<file path="config.mk">
export PLATFORM = sky130hd
export DESIGN_NAME = aesm4_affine
export DESIGN_NICKNAME = d
export VERILOG_FILES = /design/src/hw/rtl/aesm4_pkg.sv /design/src/hw/rtl/aesm4_affine.sv
export SDC_FILE = /design/constraint.sdc
export NUM_CORES = 1
export LEC_CHECK = 0
export BUFFER_PORTS_ARGS = -buffer_cell sky130_fd_sc_hd__buf_4
export CELL_PAD_IN_SITES_DETAIL_PLACEMENT = 1
export CELL_PAD_IN_SITES_GLOBAL_PLACEMENT = 1
export CORE_AREA = 2 2 441 443
export DETAILED_ROUTE_END_ITERATION = 10
export DIE_AREA = 0 0 443 445
export PLACE_DENSITY = 0.3
export SLEW_MARGIN = 15
export SYNTH_ARGS = -nofsm -noshare
export SYNTH_HDL_FRONTEND = slang
export SYNTH_SLANG_ARGS = --single-unit
</file>
<file path="constraint.sdc">
create_clock -name vclk -period 1.4
set_input_delay 0.07 -clock vclk [all_inputs]
set_output_delay 0.07 -clock vclk [all_outputs]
set_load 0.01 [all_outputs]
</file>
<file path="src/hw/rtl/aesm4_pkg.sv">
// Shared types, constants and the SM4 S-box for the affine-encoded SM4 core.
package aesm4_pkg;

  localparam int MapCount  = 168;
  localparam int MapWords  = 33;
  localparam int MapAw     = 8;
  localparam int RowAw     = 6;
  localparam int MapIn     = 0;
  localparam int MapOut    = 4;
  localparam int MapRound  = 8;
  localparam int MapC      = 104;
  localparam int MapD      = 136;
  localparam int DataBytes = 17;
  localparam int DataW     = DataBytes * 8;

  localparam logic OpLoad    = 1'b0;
  localparam logic OpEncrypt = 1'b1;

  // One map access: matrix rows plus vector, read as a single wide word.
  typedef struct packed {
    logic             valid;
    logic [MapAw-1:0] map;
  } map_rd_t;

  // SM4 S-box, one byte in, one byte out.
  function automatic logic [7:0] sbox(input logic [7:0] a);
    logic [7:0] tab [256];
    tab = '{
      8'hd6,8'h90,8'he9,8'hfe,8'hcc,8'he1,8'h3d,8'hb7,8'h16,8'hb6,8'h14,8'hc2,8'h28,8'hfb,8'h2c,8'h05,
      8'h2b,8'h67,8'h9a,8'h76,8'h2a,8'hbe,8'h04,8'hc3,8'haa,8'h44,8'h13,8'h26,8'h49,8'h86,8'h06,8'h99,
      8'h9c,8'h42,8'h50,8'hf4,8'h91,8'hef,8'h98,8'h7a,8'h33,8'h54,8'h0b,8'h43,8'hed,8'hcf,8'hac,8'h62,
      8'he4,8'hb3,8'h1c,8'ha9,8'hc9,8'h08,8'he8,8'h95,8'h80,8'hdf,8'h94,8'hfa,8'h75,8'h8f,8'h3f,8'ha6,
      8'h47,8'h07,8'ha7,8'hfc,8'hf3,8'h73,8'h17,8'hba,8'h83,8'h59,8'h3c,8'h19,8'he6,8'h85,8'h4f,8'ha8,
      8'h68,8'h6b,8'h81,8'hb2,8'h71,8'h64,8'hda,8'h8b,8'hf8,8'heb,8'h0f,8'h4b,8'h70,8'h56,8'h9d,8'h35,
      8'h1e,8'h24,8'h0e,8'h5e,8'h63,8'h58,8'hd1,8'ha2,8'h25,8'h22,8'h7c,8'h3b,8'h01,8'h21,8'h78,8'h87,
      8'hd4,8'h00,8'h46,8'h57,8'h9f,8'hd3,8'h27,8'h52,8'h4c,8'h36,8'h02,8'he7,8'ha0,8'hc4,8'hc8,8'h9e,
      8'hea,8'hbf,8'h8a,8'hd2,8'h40,8'hc7,8'h38,8'hb5,8'ha3,8'hf7,8'hf2,8'hce,8'hf9,8'h61,8'h15,8'ha1,
      8'he0,8'hae,8'h5d,8'ha4,8'h9b,8'h34,8'h1a,8'h55,8'had,8'h93,8'h32,8'h30,8'hf5,8'h8c,8'hb1,8'he3,
      8'h1d,8'hf6,8'he2,8'h2e,8'h82,8'h66,8'hca,8'h60,8'hc0,8'h29,8'h23,8'hab,8'h0d,8'h53,8'h4e,8'h6f,
      8'hd5,8'hdb,8'h37,8'h45,8'hde,8'hfd,8'h8e,8'h2f,8'h03,8'hff,8'h6a,8'h72,8'h6d,8'h6c,8'h5b,8'h51,
      8'h8d,8'h1b,8'haf,8'h92,8'hbb,8'hdd,8'hbc,8'h7f,8'h11,8'hd9,8'h5c,8'h41,8'h1f,8'h10,8'h5a,8'hd8,
      8'h0a,8'hc1,8'h31,8'h88,8'ha5,8'hcd,8'h7b,8'hbd,8'h2d,8'h74,8'hd0,8'h12,8'hb8,8'he5,8'hb4,8'hb0,
      8'h89,8'h69,8'h97,8'h4a,8'h0c,8'h96,8'h77,8'h7e,8'h65,8'hb9,8'hf1,8'h09,8'hc5,8'h6e,8'hc6,8'h84,
      8'h18,8'hf0,8'h7d,8'hec,8'h3a,8'hdc,8'h4d,8'h20,8'h79,8'hee,8'h5f,8'h3e,8'hd7,8'hcb,8'h39,8'h48};
    return tab[a];
  endfunction

endpackage

</file>
<file path="src/hw/rtl/aesm4_affine.sv">
// Combinational affine map: matrix-vector product over GF(2) plus vector.
module aesm4_affine (
  input  logic [aesm4_pkg::MapWords*32-1:0] map_word,
  input  logic [31:0]                       x,
  output logic [31:0]                       y
);

  // Row r drives output bit 31-r; lane 32 is the added vector.
  always_comb begin
    for (int r = 0; r < 32; r++) begin
      y[31-r] = ^(map_word[r*32 +: 32] & x) ^ map_word[32*32 + 31 - r];
    end
  end

endmodule

</file>
Word-level counts from Yosys, hierarchy flattened. Index checks and enable logic that the tools add are counted.

Output and inout port bits: 32. Flip-flop bits (word level): 0.

Reduce and logical (&&, ||, !) cells: 32. Bitwise logic cells: 64.

Operators with widths (count): $and 32x32->32 (32); $reduce_xor 32->1 (32); $xor 1x1->1 (32).

Longest topological paths before layout. Gate-level depths: netlist (run 1).

Depth after elaboration: 3. Gate-level depth with buffers: 8.

Least setup slack after synthesis (run 1). No wires, ideal clock.

Path kind: input to output. Start: in x[29]. End: out y[21]. Required time: 1.330 ns. Data arrival time: 1.460 ns. Setup slack: -0.130 ns. Cell stages on the path: 8. Cell sequence: buf_2 > buf_2 > nand2_1 > xor2_1 > xnor2_1 > xnor2_1 > xnor3_1 > xnor2_1.

Longest elaborated chain between the ends: 3.

Ends and longest elaborated chain: from (decl) (RTL line aesm4_affine.sv:4) `input logic [31:0] x,`; $and 32x32->32 (RTL line aesm4_affine.sv:11) `y[31-r] = ^(map_word[r*32 +: 32] & x) ^ map_word[32*32 + 31 - r];`; $reduce_xor 32->1 (RTL line aesm4_affine.sv:11); $xor 1x1->1 (RTL line aesm4_affine.sv:11); to (decl) (RTL line aesm4_affine.sv:5) `output logic [31:0] y`.

Every way passes these cells.

Worst setup path after layout (run 1).
Start: in x[27]. End: out y[3].

Same word-level chain as after synthesis.

==> metrics.yaml, run 1 <==
clock_tree:
  postCtsHoldBufs: 0
logic_synthesis:
  yosysTopAreaCell: "xnor2_1"
  synth.avg_cell_area_um2: 6.40
  synthTopCellsByArea: "xnor2_1, nand2_1, xor2_1"
  synthCells: 2112
  synth_warnings: 0
  synth_nets: 3200
  synth_seq_area_share_pct: 0
  netlist.area_leader.share_pct: 43.5
  synthDistinctLibCells: 9
  netlist_area_um2: 13500
worst_setup_path:
  arrival_ns: 2.11
  path_max_fanout: 9
  path_cells: "buf_8 -> nand2_2 -> xnor2_4 -> xnor2_2 -> xnor2_2 -> xnor3_1 -> buf_6 -> xnor2_4 -> buf_6"
  worst-path-buf-inv: 3
  path_delay_family: "XOR/XNOR gates"
  endpoint_kind: "output pin"
  worst-setup-path-type: "input port to output pin"
  cp_slowest_cell: "xnor2_4"
  cp-start-kind: "input port"
  cpPeakStageDelay_ns: 0.44
  required_ns: 1.33
finish:
  regArea_um2: 0
  final_common_cell: "buf_4"
  syn_to_final_growth_pct: 160
  final_cells: 6133
  layout_common_cells: "buf_4, nand2_1, xnor2_1"
  fillers: 22600
  multiInputGateArea_um2: 17500
  layout-drive-gt1-share_pct: 59.2
  design.seq.count: 0
  clock_buffers: 0
  nNetsFinal: 4677
floorplanning:
  start_util_pct: 7.04
  die_x_um: 443
  die_area_um2: 197000
  die_h_um: 445
  core-area_um2: 192000
  pin_count: 1120
  row_count: 161
timing:
  hold_viol: 0
  worst_pin_slew_ns: 0.539
  fin_setup_tns_ns: -22.53
  fmax_mhz: 458
  rsz0062_at_grt: "true"
  hold_slack_ns: 0.800
  finalCriticalPeriod_ns: 2.18
  relSlewSlack_pct: 63.8
  setup-violations-final: 32
  timing.final.crit_share_pct: 156
  fin_ws_ns: -0.784
  maxSlewViolCount: 0
place:
  place_inst: 6002
  dp_hpwl_um: 156000
  io_buffers: 1120
  gp_congestion: 0.867
route:
  dr.pass1.iters: 4
  viasPerCell: 3.14
  wl_per_cell_um: 29.0
  drt_iter0_markers: 825
  ant_nets: 0
  routed-via-count: 19200
  drc: 0
  drt-total-wl_um: 178000
grt:
  grt_pass1_wl_um: 220000
  grt_usage_pct: 17.3
  grt_remaining_overflow: 0
  antenna_found_initial: 55
  grt_start_max_net_pins: 18
  grt_pass1_vias: 21200
power:
  ir_worst_vdd_mv: 0.623
  powerDensity_nw_per_um2: 857
  p_leak_nw: 15.9
job:
  maxCapViolations: 0
run_status:
  violations: "setup timing"
  outcome: "finished with violations"
hold_path:
  hold_class: "input port to output pin"
-- what timing repair did --
item	in CTS	in global routing
buffers inserted	96	30
endpoints found under the setup margin	32	32
gates cloned	8	1
pin swaps	241	195
resized for setup	629	314
-- report_power, final --
part | internal (mW) | leakage (nW) | switching, mW
logic | 16.2 | 15.9 | 13.9
clock network | 0.00000188 | 0.000127 | 0
registers | 0 | 0 | 0
-- per-layer routing --
| layer | vias to the layer above | share of wire (%) | track usage (%) |
|---|---|---|---|
| li1 | 9183 | - | - |
| met1 | 9344 | 41 | 20.6 |
| met2 | 586 | 53 | 31.8 |
| met3 | 94 | 5.0 | 3.41 |
| met4 | 22 | 1.6 | 3.36 |
| met5 | - | 0.070 | 0 |
-- logic make-up after synthesis --
| logic type | synth area share, % |
|---|---|
| AND/OR/NAND/NOR | 28.4 |
| XOR/XNOR | 67.5 |
| buffers and inverters | 4.08 |
-- cells in the mapped netlist --
cell	count
buf_1	2
xnor2_1	672
xnor3_1	32
buf_4	28
buf_6	2
xor2_1	288
buf_2	57
nand2_1	1024
clkbuf_1	7
-- tightest hold or removal path, delay by kind of cell --
kind,cells,cell delay (ns)
simple gates,1,0.07
xor+xnor,3,0.37
buf+inv,2,0.23
-- metrics by stage --
stage	setup WS [ns]	cell area [um2]	power [mW]	utilization [%]
final	-0.784	35200	30.1	18.3
after global routing	-0.831	35200	32.1	18.3
after CTS	-0.849	33000	29.8	17.2
after detailed placement	-1.78	28400	26.3	14.8
after global placement	-1.83	28400	26.4	14.8
after floorplan	-0.0807	13900	11.5	-
-- layout make-up --
type / instances / area share (%)
Antenna cell: 20 / 0.142
Multi-Input combinational cell: 2016 / 49.7
Tap cell: 2526 / 8.99
Timing Repair Buffer: 1571 / 41.2
-- worst paths after layout --
check             cells past startpoint           from    end
hold / removal                        6  map_word[632]  y[12]
setup / recovery                      9          x[27]   y[3]
No activity file was read; power rests on OpenSTA's default activity.
==> run 2: changes to the inputs <==
--- a/config.mk
+++ b/config.mk
@@ -5,13 +5,14 @@
 export SDC_FILE = /design/constraint.sdc
 export NUM_CORES = 1
 export LEC_CHECK = 0
+export ABC_AREA = 1
 export BUFFER_PORTS_ARGS = -buffer_cell sky130_fd_sc_hd__buf_4
 export CELL_PAD_IN_SITES_DETAIL_PLACEMENT = 1
 export CELL_PAD_IN_SITES_GLOBAL_PLACEMENT = 1
-export CORE_AREA = 2 2 441 443
+export CORE_AREA = 2 2 437 439
 export DETAILED_ROUTE_END_ITERATION = 10
-export DIE_AREA = 0 0 443 445
-export PLACE_DENSITY = 0.3
+export DIE_AREA = 0 0 439 441
+export PLACE_DENSITY = 0.44
 export SLEW_MARGIN = 15
 export SYNTH_ARGS = -nofsm -noshare
 export SYNTH_HDL_FRONTEND = slang
==> metrics.yaml, run 2 <==
run_status:
  outcome: "finished with violations"
  violations: "setup timing"
place:
  io_buffers: 1120  # unchanged
  dp_hpwl_um: 175000  # +12%
  place_ws_ns: -1.21  # +0.570 ns
  gp_congestion: 0.880  # +1.5%
timing:
  relSlewSlack_pct: 79.1  # +15 points
  rsz0062_at_grt: "true"
  setup-violations-final: 32  # unchanged
  finalCriticalPeriod_ns: 1.84  # -0.346 ns
  worst_pin_slew_ns: 0.312  # -0.227 ns
  fin_ws_ns: -0.438  # +0.346 ns
  hold_viol: 0  # unchanged
  fmax_mhz: 544  # +19%
  timing.final.crit_share_pct: 131  # -25 points
  maxSlewViolCount: 0  # unchanged
finish:
  regArea_um2: 0  # unchanged
  syn_to_final_growth_pct: 79.2
  clock_buffers: 0  # unchanged
  final_common_cell: "nand2_1"
  layout-drive-gt1-share_pct: 33.7  # -25 points
  design.seq.count: 0  # unchanged
  layout_common_cells: "nand2_1, buf_4, inv_1"
  nNetsFinal: 8391  # +79%
  final_util_pct: 23.7  # +5.4 points
grt:
  grt_remaining_overflow: 0  # unchanged
  use_met2_pct: 37.2  # +5.5 points
  grt_pass1_wl_um: 265000  # +20%
  antenna_found_initial: 47  # -15%
  use_met1_pct: 21.5  # +0.88 points
  use_met3_pct: 1.83  # -1.6 points
  grt_start_max_net_pins: 22  # +4
  grt_busiest_layer: "met2"
  grt_usage_pct: 18.9  # +1.6 points
  grt_pass1_vias: 39900  # +88%
worst_setup_path:
  path_max_fanout: 9  # unchanged
  cp-start-kind: "input port"
  crit_top_cell: "nand2_1"
  cp_slowest_cell: "xor2_1"
  path_cells: "buf_4 -> buf_12 -> buf_4 -> nand2_1 -> xor2_1 -> nand2_1 -> nand2_1 -> nand3_1 -> nand2_1 -> nand3_1 -> nand2_1 -> nand2_2 -> nand2_2 -> inv_2 -> buf_6"
  arrival_ns: 1.77  # -0.34 ns
  worst-setup-path-type: "input port to output pin"
  endpoint_kind: "output pin"
  required_ns: 1.33  # about the same
  cpPeakStageDelay_ns: 0.21  # -0.23 ns
logic_synthesis:
  synthCells: 5936  # +180%
  synth_nets: 7024  # +120%
  synthDistinctLibCells: 17  # +8
  yosysTopAreaCell: "nand2_1"
  synthTopCellsByArea: "nand2_1, inv_1, xnor2_1"
  synth.top_cells.by_count: "nand2_1, inv_1, xnor2_1, xor2_1, nand3_1"
  netlist.area_leader.share_pct: 66.3  # +23 points
  synth_seq_area_share_pct: 0  # unchanged
  synth_warnings: 0  # unchanged
  synth.avg_cell_area_um2: 4.21  # -34%
  synth_most_common_cell: "nand2_1"
  netlist_area_um2: 25000  # +85%
power:
  ir_worst_vdd_mv: 0.239  # -62%
  powerDensity_nw_per_um2: 477  # -44%
  total_power_mw: 21.4  # -29%
  p_leak_nw: 28.0  # +76%
route:
  routed-via-count: 39300  # +100%
  drt-total-wl_um: 197000  # +11%
  wl_per_cell_um: 20.0  # -31%
  drt_iter0_markers: 1262  # +53%
  ant_nets: 0  # unchanged
  viasPerCell: 3.99  # +27%
  drc: 0  # unchanged
  dr.pass1.iters: 5  # +1
hold_path:
  hold_class: "input port to output pin"
floorplanning:
  start_util_pct: 13.2  # +6.2 points
  row_count: 160  # -0.62%
  core-area_um2: 189000  # -1.5%
  pin_count: 1120  # unchanged
  die_area_um2: 194000  # -1.8%
  die_h_um: 441  # -0.90%
  die_x_um: 439  # -0.90%
clock_tree:
  postCtsHoldBufs: 0  # unchanged
job:
  maxCapViolations: 0  # unchanged
-- run 2: critical path, delay by kind of cell --
family / cells / cell delay [ns]
buffers and inverters: 5 / 0.62
xor gates and xnor gates: 1 / 0.21
and+or+nand+nor: 9 / 0.85
-- run 2: metrics by stage --
step / std cells / TNS (ns) / hold slack (ns) / instance area, um2
6_report: 9845 / -12.24 / 0.692 / 44800
5_1_grt: 9839 / -16.66 / 0.762 / 44800
4_1_cts: 9790 / -14.42 / 0.701 / 41700
3_5_place_dp: 9763 / -25.80 / 0.719 / 38900
3_3_place_gp: 9763 / -24.58 / 0.710 / 38900
2_1_floorplan: 5936 / 0 / 0.479 / 25000
-- run 2: routing by layer --
layer / part of all wire, % / up-vias
met5: 0.062 / -
met4: 2.1 / 18
met3: 3.2 / 118
met2: 54 / 613
met1: 40 / 18600
li1: - / 19900
-- run 2: layout make-up --
| cell class | instances | area [um2] |
|---|---|---|
| inverters | 765 | 2900 |
| fillers | 24700 | 144000 |
| multi-input cells | 5073 | 25300 |
| well taps | 2511 | 3140 |
| repair buffers | 1463 | 13400 |
| diodes | 33 | 82.6 |
-- run 2: final timing paths --
path	to	start	slack (ns)	depth (start not counted)
worst max-delay path	y[11]	x[1]	-0.44	15
worst min-delay path	y[7]	map_word[1031]	0.69	7
-- run 2: cells by family after synthesis --
family / after synthesis / synth area share [%]
buffers and inverters: 863 / 14.1
AO/OA/AOI/OAI: 6 / 0.120
AND/OR/NAND/NOR: 4647 / 70.9
XOR/XNOR: 420 / 14.8
-- run 2: timing repair --
item / in CTS / in global routing
endpoints found under the setup margin: 32 / 32
pin swaps: 234 / 264
cloned: 14 / 10
resized for setup: 660 / 724
setup buffers: 19 / 14
-- run 2: power by group --
part           internal, mW   total, mW  switching (mW)
sequential                0           0               0
combinational          9.29        21.4            12.1
clock            0.00000303  0.00000303               0
total                  9.29        21.4            12.1
==> run 3: changes to the inputs <==
--- a/config.mk
+++ b/config.mk
@@ -9,10 +9,11 @@
 export BUFFER_PORTS_ARGS = -buffer_cell sky130_fd_sc_hd__buf_4
 export CELL_PAD_IN_SITES_DETAIL_PLACEMENT = 1
 export CELL_PAD_IN_SITES_GLOBAL_PLACEMENT = 1
-export CORE_AREA = 2 2 437 439
+export CORE_AREA = 2 2 439 441
 export DETAILED_ROUTE_END_ITERATION = 10
-export DIE_AREA = 0 0 439 441
-export PLACE_DENSITY = 0.44
+export DIE_AREA = 0 0 441 443
+export GPL_TIMING_DRIVEN = 0
+export PLACE_DENSITY = 0.42
 export SLEW_MARGIN = 15
 export SYNTH_ARGS = -nofsm -noshare
 export SYNTH_HDL_FRONTEND = slang
==> constraint.sdc (replaced) <==
create_clock -name vclk -period 2.35
set_input_delay 0.1175 -clock vclk [all_inputs]
set_output_delay 0.1175 -clock vclk [all_outputs]
set_load 0.01 [all_outputs]
==> metrics.yaml, run 3 (same netlist as run 2, synthesis figures left out) <==
run_status:
  outcome: "finished, final reports clean"
floorplanning:
  die_x_um: 441  # +0.46%
  row_count: 161  # +0.63%
  pin_count: 1120  # unchanged
  start_util_pct: 13.1  # -0.14 points
  die_area_um2: 195000  # +0.91%
  die_h_um: 443  # +0.45%
  core-area_um2: 191000  # +1.1%
finish:
  clock_buffers: 0  # unchanged
  nNetsFinal: 8153  # -2.8%
  design.seq.count: 0  # unchanged
  finalInstanceArea_um2: 37600  # -16%
  syn_to_final_growth_pct: 50.4
  layout-drive-gt1-share_pct: 18.8  # -15 points
  final_cells: 9624  # -2.2%
  regArea_um2: 0  # unchanged
  layout_common_cells: "nand2_1, buf_4, inv_1"
  final_util_pct: 19.7  # -4.0 points
  final_common_cell: "nand2_1"
  fillers: 25400  # +2.9%
grt:
  grt_pass1_wl_um: 271000  # +2.4%
  grt_remaining_overflow: 0  # unchanged
  grt_pass1_vias: 39100  # -2.0%
  antenna_found_initial: 62  # +32%
  grt_start_max_net_pins: 11  # -50%
  grt_usage_pct: 19.5  # +0.61 points
worst_setup_path:
  worst-path-buf-inv: 6  # +1
  path_delay_family: "buffers and inverters"
  crit_top_cell: "nand2_1"
  cp-start-kind: "input port"
  crit_start: "x[5]"
  path_cells: "buf_4 -> buf_2 -> nand2_1 -> xnor2_1 -> inv_1 -> nand2_1 -> nand2_1 -> nand2_1 -> nand2_1 -> inv_1 -> nand2_1 -> nand2_1 -> nand2_1 -> nand2_1 -> inv_1 -> buf_4"
  cpPeakStageDelay_ns: 0.41  # +0.20 ns
  cp-endpoint: "y[14]"
  arrival_ns: 2.13  # +0.36 ns
  cp_slowest_cell: "buf_2"
  endpoint_kind: "output pin"
  required_ns: 2.23  # +0.90 ns
  path_max_fanout: 10  # +1
  worst-setup-path-type: "input port to output pin"
  critical_path_depth: 16  # +1
route:
  drt-total-wl_um: 199000  # +0.91%
  routed-via-count: 38100  # -2.9%
  ant_nets: 0  # unchanged
  wl_per_cell_um: 20.6  # +3.2%
  drt_iter0_markers: 1563  # +24%
  dr.pass1.iters: 7  # +2
  drc: 0  # unchanged
  viasPerCell: 3.96  # -0.63%
place:
  place_ws_ns: -1.25  # -0.0385 ns
  dp_hpwl_um: 181000  # +3.7%
  io_buffers: 1118  # -0.18%
  place_inst: 9580  # -1.9%
  gp_congestion: 0.889  # +0.99%
  placed_cell_area_um2: 36500  # -6.2%
timing:
  maxSlewViolCount: 0  # unchanged
  fmax_mhz: 446
  finalCriticalPeriod_ns: 2.24
  relSlewSlack_pct: 64.2  # -15 points
  fin_ws_ns: 0.106  # +0.544 ns
  timing.final.crit_share_pct: 95.5
  setup-violations-final: 0  # -100%
  hold_slack_ns: 0.798  # +0.106 ns
  worst_pin_slew_ns: 0.533  # +0.221 ns
  hold_viol: 0  # unchanged
  rsz0062_at_grt: "true"
power:
  p_leak_nw: 24.8  # -11%
  ir_worst_vdd_mv: 0.0767  # -68%
  powerDensity_nw_per_um2: 279  # -42%
hold_path:
  hold_class: "input port to output pin"
job:
  maxCapViolations: 0  # unchanged
==> run 3: final cells by class <==
class,count,area (um2),share of cell area (%)
diodes,35,87.6,0.233
plain buffers,98,928,2.47
multi-input cells,5073,21900,58.4
well taps,2526,3160,8.41
inverters,765,2870,7.65
repair buffers,1127,8570,22.8
==> run 3: per-layer routing <==
layer,wire length (um),up-vias,GRT usage [%]
li1,-,19500,-
met1,81700,17900,22.8
met2,106000,666,37.7
met3,7450,112,2.14
met4,3410,20,3.43
met5,130,-,0
==> run 3: tightest hold or removal path: cells and delay by family <==
kind / cells / cell delay, ns
buffers and inverters: 3 / 0.23
AND/OR/NAND/NOR: 5 / 0.33
==> run 3: repair_timing <==
action	CTS	global route
hold buffers	0	0
endpoints found under the setup margin	29	28
pin swaps	5	7
buffers inserted	5	4
gates resized for setup	105	79
==> run 3: per-stage QoR <==
| stage | TNS (ns) | total power, mW |
|---|---|---|
| detailed placement | -11.54 | 10.2 |
| global route | -0.0182 | 11.8 |
| floorplan | 0 | 5.24 |
| CTS | -0.0367 | 10.6 |
| finish | 0 | 10.5 |
| global placement | -10.68 | 9.98 |
==> run 3: power breakdown <==
part           leakage, nW  switching (mW)  internal, mW
Combinational         24.8            6.46          4.02
Clock             0.000220               0    0.00000197
Sequential               0               0             0
==> run 3: how the worst min path moves through the flow <==
stage                         from    end  slack [ns]  cells after the start
finish              map_word[1038]  y[14]        0.80                      8
global route        map_word[1054]  y[30]        0.89                      7
CTS                 map_word[1055]  y[31]        0.82                      8
detailed placement  map_word[1055]  y[31]        0.81                      8
global placement    map_word[1038]  y[14]        0.81                      8
floorplan           map_word[1042]  y[18]        0.57                      5
